<file path="config.mk">
export PLATFORM = sky130hd
export DESIGN_NAME = lsi_div_step
export DESIGN_NICKNAME = d
export VERILOG_FILES = /design/src/rtl/core/lsi_pkg.sv /design/src/rtl/core/lsi_div_step.sv
export SDC_FILE = /design/constraint.sdc
export NUM_CORES = 1
export LEC_CHECK = 0
export ABC_AREA = 1
export BUFFER_PORTS_ARGS = -buffer_cell sky130_fd_sc_hd__buf_2
export CELL_PAD_IN_SITES_DETAIL_PLACEMENT = 0
export CELL_PAD_IN_SITES_GLOBAL_PLACEMENT = 2
export CORE_UTILIZATION = 22
export DETAILED_ROUTE_END_ITERATION = 16
export GPL_ROUTABILITY_DRIVEN = 0
export PLACE_DENSITY_LB_ADDON = 0.1
export SYNTH_ARGS = -nofsm -noshare
export SYNTH_HDL_FRONTEND = slang
export SYNTH_SLANG_ARGS = --single-unit
</file>
<file path="constraint.sdc">
create_clock -name vclk -period 2.9
set_clock_uncertainty 0.2 [all_clocks]
set_input_delay 0.145 -clock vclk [all_inputs]
set_output_delay 0.145 -clock vclk [all_outputs]
set_load 0.02 [all_outputs]
</file>
<file path="src/rtl/core/lsi_pkg.sv">
// ----------------------------------------------------------------------------
// lsi_pkg
// types, widths and codes shared by the segment intersection pipeline
// ----------------------------------------------------------------------------
package lsi_pkg;

    localparam int CW   = 24;          // coordinate width
    localparam int DFW  = CW + 1;      // coordinate difference
    localparam int PRW  = 2 * DFW;     // product of two differences
    localparam int NW   = PRW + 1;     // determinant and numerators
    localparam int DW   = NW + 1;      // divider magnitudes and remainders
    localparam int PF   = 16;          // fraction bits of t and u
    localparam int QW   = PF + 1;      // quotient magnitude, below two
    localparam int MPW  = QW + DFW;    // t times difference
    localparam int DLW  = MPW - PF;    // truncated offset
    localparam int SW   = DLW + 2;     // offset plus start, signed
    localparam int EPSW = 32;
    localparam int TOLW = 16;
    localparam int CFG_IW = 2;

    localparam logic [CFG_IW-1:0] CFG_DET_EPS   = 2'd0;
    localparam logic [CFG_IW-1:0] CFG_PARAM_TOL = 2'd1;

    localparam logic [1:0] OUT_HIT      = 2'd0;
    localparam logic [1:0] OUT_PARALLEL = 2'd1;
    localparam logic [1:0] OUT_OUTSIDE  = 2'd2;

    typedef struct packed {
        logic signed [CW-1:0] a_start_x;
        logic signed [CW-1:0] a_start_y;
        logic signed [CW-1:0] a_end_x;
        logic signed [CW-1:0] a_end_y;
        logic signed [CW-1:0] b_start_x;
        logic signed [CW-1:0] b_start_y;
        logic signed [CW-1:0] b_end_x;
        logic signed [CW-1:0] b_end_y;
    } seg_in_t;

    typedef struct packed {
        logic [1:0]           outcome;
        logic signed [CW-1:0] cross_x;
        logic signed [CW-1:0] cross_y;
    } seg_out_t;

    // state carried through the divider stages
    typedef struct packed {
        logic signed [CW-1:0]  x1;
        logic signed [CW-1:0]  y1;
        logic signed [DFW-1:0] dax;
        logic signed [DFW-1:0] day;
        logic [DW-1:0]         d;
        logic [DW-1:0]         rt;
        logic [DW-1:0]         ru;
        logic [QW-1:0]         qt;
        logic [QW-1:0]         qu;
        logic                  neg_t;
        logic                  neg_u;
        logic                  oor_t;
        logic                  oor_u;
        logic                  par;
    } div_t;

endpackage

</file>
<file path="src/rtl/core/lsi_div_step.sv">
// ----------------------------------------------------------------------------
// lsi_div_step
// one restoring division step for the t and u lanes
// ----------------------------------------------------------------------------
module lsi_div_step
    import lsi_pkg::*;
#(
    parameter bit SHIFT = 1'b1
)(
    input  div_t cur,
    output div_t nxt
);

    logic [DW-1:0] rt_s;
    logic [DW-1:0] ru_s;
    logic [QW-1:0] qt_s;
    logic [QW-1:0] qu_s;

    always_comb
    begin
        // integer step has no shift
        rt_s = SHIFT ? {cur.rt[DW-2:0], 1'b0} : cur.rt;
        ru_s = SHIFT ? {cur.ru[DW-2:0], 1'b0} : cur.ru;
        qt_s = SHIFT ? {cur.qt[QW-2:0], 1'b0} : cur.qt;
        qu_s = SHIFT ? {cur.qu[QW-2:0], 1'b0} : cur.qu;
        nxt = cur;
        if (rt_s >= cur.d)
        begin
            nxt.rt = rt_s - cur.d;
            nxt.qt = qt_s | QW'(1);
        end
        else
        begin
            nxt.rt = rt_s;
            nxt.qt = qt_s;
        end
        if (ru_s >= cur.d)
        begin
            nxt.ru = ru_s - cur.d;
            nxt.qu = qu_s | QW'(1);
        end
        else
        begin
            nxt.ru = ru_s;
            nxt.qu = qu_s;
        end
    end

endmodule

</file>
After elaboration in Yosys (flattened, before gate mapping)
Cells that the tools add are included.

Register bits after elaboration: 0. Latch bits: 0. RAM bits: 0. ROM bits: 0. Word-level logic and storage cells: 8. Memories: 0.

Add/subtract/negate cells: 2. Multiply operators: 0. Div/mod/pow operators: 0. $lt $le $gt $ge: 2. Equality and inequality tests: 0. Shift operators: 0. Multiplexer cells: 4. Bitwise gates (word level): 0. Reduce and logical (&&, ||, !) cells: 0.

Operator list (count): 52-bit >= comparator (2); 52-bit two-way mux (2); 52-bit subtractor (2); 1-bit two-way mux (2).

Depth between registers and ports, before layout
Depth in word-level cells: 2. Mapped depth: 16. Mapped depth without buffers: 15.

Worst setup path before layout
OpenSTA, ideal clock, no wires.

Path kind: input to output. Start: in cur[143] (netlist name). End: out nxt[63] (netlist name). Data arrival time: 2.168 ns. Required time: 2.555 ns. Path slack: 0.387 ns. Stages: 11. Cells stage by stage: inv_1 fa_1 nand2_1 nand3_1 and2_1 nand3_1 nand3b_2 nand2_2 nand3_4 buf_2 o21ai_0.

RTL lines: start: declaration (RTL line lsi_div_step.sv:10) `input div_t cur,`; end: declaration (RTL line lsi_div_step.sv:11) `output div_t nxt`.

==> results.md <==
* Status: finished clean
* Fin. max-slew vios at 0
* Buffer and inverter count on the worst path at 5
* Remaining routing DRC violations at 0
* Post-synthesis sequential area ratio at 0%
* Setup-failing EPs final at 0
* Hold-fix buffers, CTS at 0
* Syn-to-layout area delta at 19.2%
* WP data required at 2560 ps
* Cell Area, Placed at 14500 um^2
* Hold Path Class: in2out
* Final nets at 3154
* Number of I/O pins at 586
* Vias post-DR at 15000
* Tmin final at between 2000 and 3000 ps
* Critical path type: in2out
* Worst Hold Launch: cur[9]
* Placeable Area at between 50000 and 60000 um^2
* Reg area at 0 um^2
* Most frequent cells in the layout: nand2_1, inv_1, buf_2, nor2_1, buf_4
* Fin crit share at between 90% and 100%
* FP Rows at 86
* Finished layout cell area at 14900 um^2
* CP startpoint: cur[143]
* Seq cells at 0
* Antenna Nets Post-Route at 0
* Port bufs at approximately 310
* Global-route wire length before repair at 89900 um
* Critical Path Source Type: input pin
* Final-layout clock buffer total at 0
* Largest net degree at the start of global routing at 39
* Die width at 240 um
* Commonest non-fill, non-tap cell in the layout: nand2_1
* Crit end category: output pin
* Grt ovf at 0
* Vias/cell at 4.28
* Largest delay share family, worst path: simple AND/OR/NAND/NOR gates
* Drt pass-1 iters at 6
* WL final at 62600 um
* Crit path top cell by count: nand3_1
* Antenna cell count at 0
* Die Area at 57800 um^2
* Final Hold Fails at 0
* Die height at 240 um
* Layout cell share with drive strength beyond 1 at around 21%
* Crit path largest cell delay at 430 ps
* RSZ-0062 raised after global routing: yes
* Max-Cap Viols at 0
* GRT Overall Usage at 21.1%
* PwrDens at 248 nW/um^2
* Initial antenna violation count at 1
* Vias in the first global route at approximately 15000
* Placed Cells incl. Taps at approximately 3500
* Avg WL per Cell at 17.9 um
* Mapped Avg Cell Area at 4.96 um^2
* Final hold slack at 90.0 ps
* CP Cell Sequence: buf_2 > clkinvlp_4 > fa_2 > nand2_1 > nand3_1 > and2_1 > nand3_1 > nand3b_2 > nand2_2 > nand3_4 > buf_12 > buf_4 > nand3_1 > nand2_1 > buf_4
* Peak VDD IR at between 100 and 150 uV
* Post-Syn Nets at 2921
* DR iter-0 viols at 830
* Leak Pwr at 9.44 nW
* Worst Path Arrival at about 2500 ps
* Worst Max-Slew Pin Slew at between 300 and 400 ps
* Dpl hpwl at 57000 um
* Fmax achieved at 0.353 GHz
* Crit-path slowest cell: fa_2
* Total of warnings raised by yosys at 0
* Post-Syn Area at 12500 um^2
* Critical Path Fanout Max at 31
* Post-Layout Cell Count at 3501
* Slew Limit Headroom at 76.1%
* Post-Syn Instances at 2522
* Netlist cell types at 40
* Initial Util at 22.5%
[per-layer routing]
metal | routed length, um | share of wire, % | track usage [%]
met1 | 28600 | 46 | 27.2
met2 | 30200 | 48 | 37.5
met3 | 2230 | 3.6 | 1.81
met4 | 1610 | 2.6 | 5.13
met5 | 0 | 0 | 0
[layout make-up]
| class | count | area, um^2 |
|---|---|---|
| tap | 748 | 936 |
| inverter | 584 | 2220 |
| fill | 6765 | 40700 |
| timing repair buffer | 447 | 2750 |
| multi-input combinational | 1722 | 8990 |
[per-stage QoR]
step	worst slack (ps)	power [mW]	utilization [%]	TNS, ps
6_report	67.6	3.69	26.8	0
5_1_grt	-91.8	4.09	26.8	-1180
4_1_cts	12.6	3.66	26.2	0
3_5_place_dp	-57.4	3.60	26.0	-108
3_3_place_gp	1.00	3.61	26.0	0
2_1_floorplan	387	2.47	-	0
[logic make-up (layout without fill, tap and decap cells)]
logic type	after synthesis	in the layout	synth area share, %
adder cells (fa/ha/maj)	106	106	10.7
AO/OA/AOI/OAI	137	137	5.97
XOR/XNOR	58	58	4.06
AND/OR/NAND/NOR	1421	1421	49.1
buffers and inverters	800	1031	30.1
[repair_timing]
item                                    4_1_cts  5_1_grt
endpoints found under the setup margin        4       95
cloned                                        1        0
gates resized for setup                       8       56
setup buffers                                 4        5
pin swaps                                     1        4
[path summary, 6_finish.rpt]
check	to	slack (ps)	depth (start not counted)
hold / removal	nxt[10]	90	0
setup / recovery	nxt[67]	70	15
[synth_stat cells (4+ instances only)]
master / instances / area share (%)
buf_4: 187 / 11
nor3_1: 11 / 0.44
nand4_1: 68 / 3.4
a21oi_1: 61 / 2.4
nand2_2: 7 / 0.35
nor2_4: 8 / 0.72
nor2_2: 13 / 0.65
o21ai_0: 59 / 2.4
o21a_1: 4 / 0.24
nand3_2: 20 / 1.6
nor2_1: 155 / 4.7
inv_2: 15 / 0.45
buf_2: 11 / 0.44
clkbuf_1: 11 / 0.33
and2_1: 9 / 0.45
ha_1: 104 / 10
inv_1: 569 / 17
o21bai_1: 10 / 0.60
nand3_1: 99 / 4.0
nand3b_1: 28 / 1.7
xor2_1: 58 / 4.1
nand2_1: 986 / 30
[power by group]
part | internal [mW] | leakage [nW] | switching [mW] | total (mW)
combinational | 1.29 | 9.44 | 2.40 | 3.69
clock | 0 | 0 | 0 | 0
sequential | 0 | 0 | 0 | 0
Power figures use the tool's default switching activity.
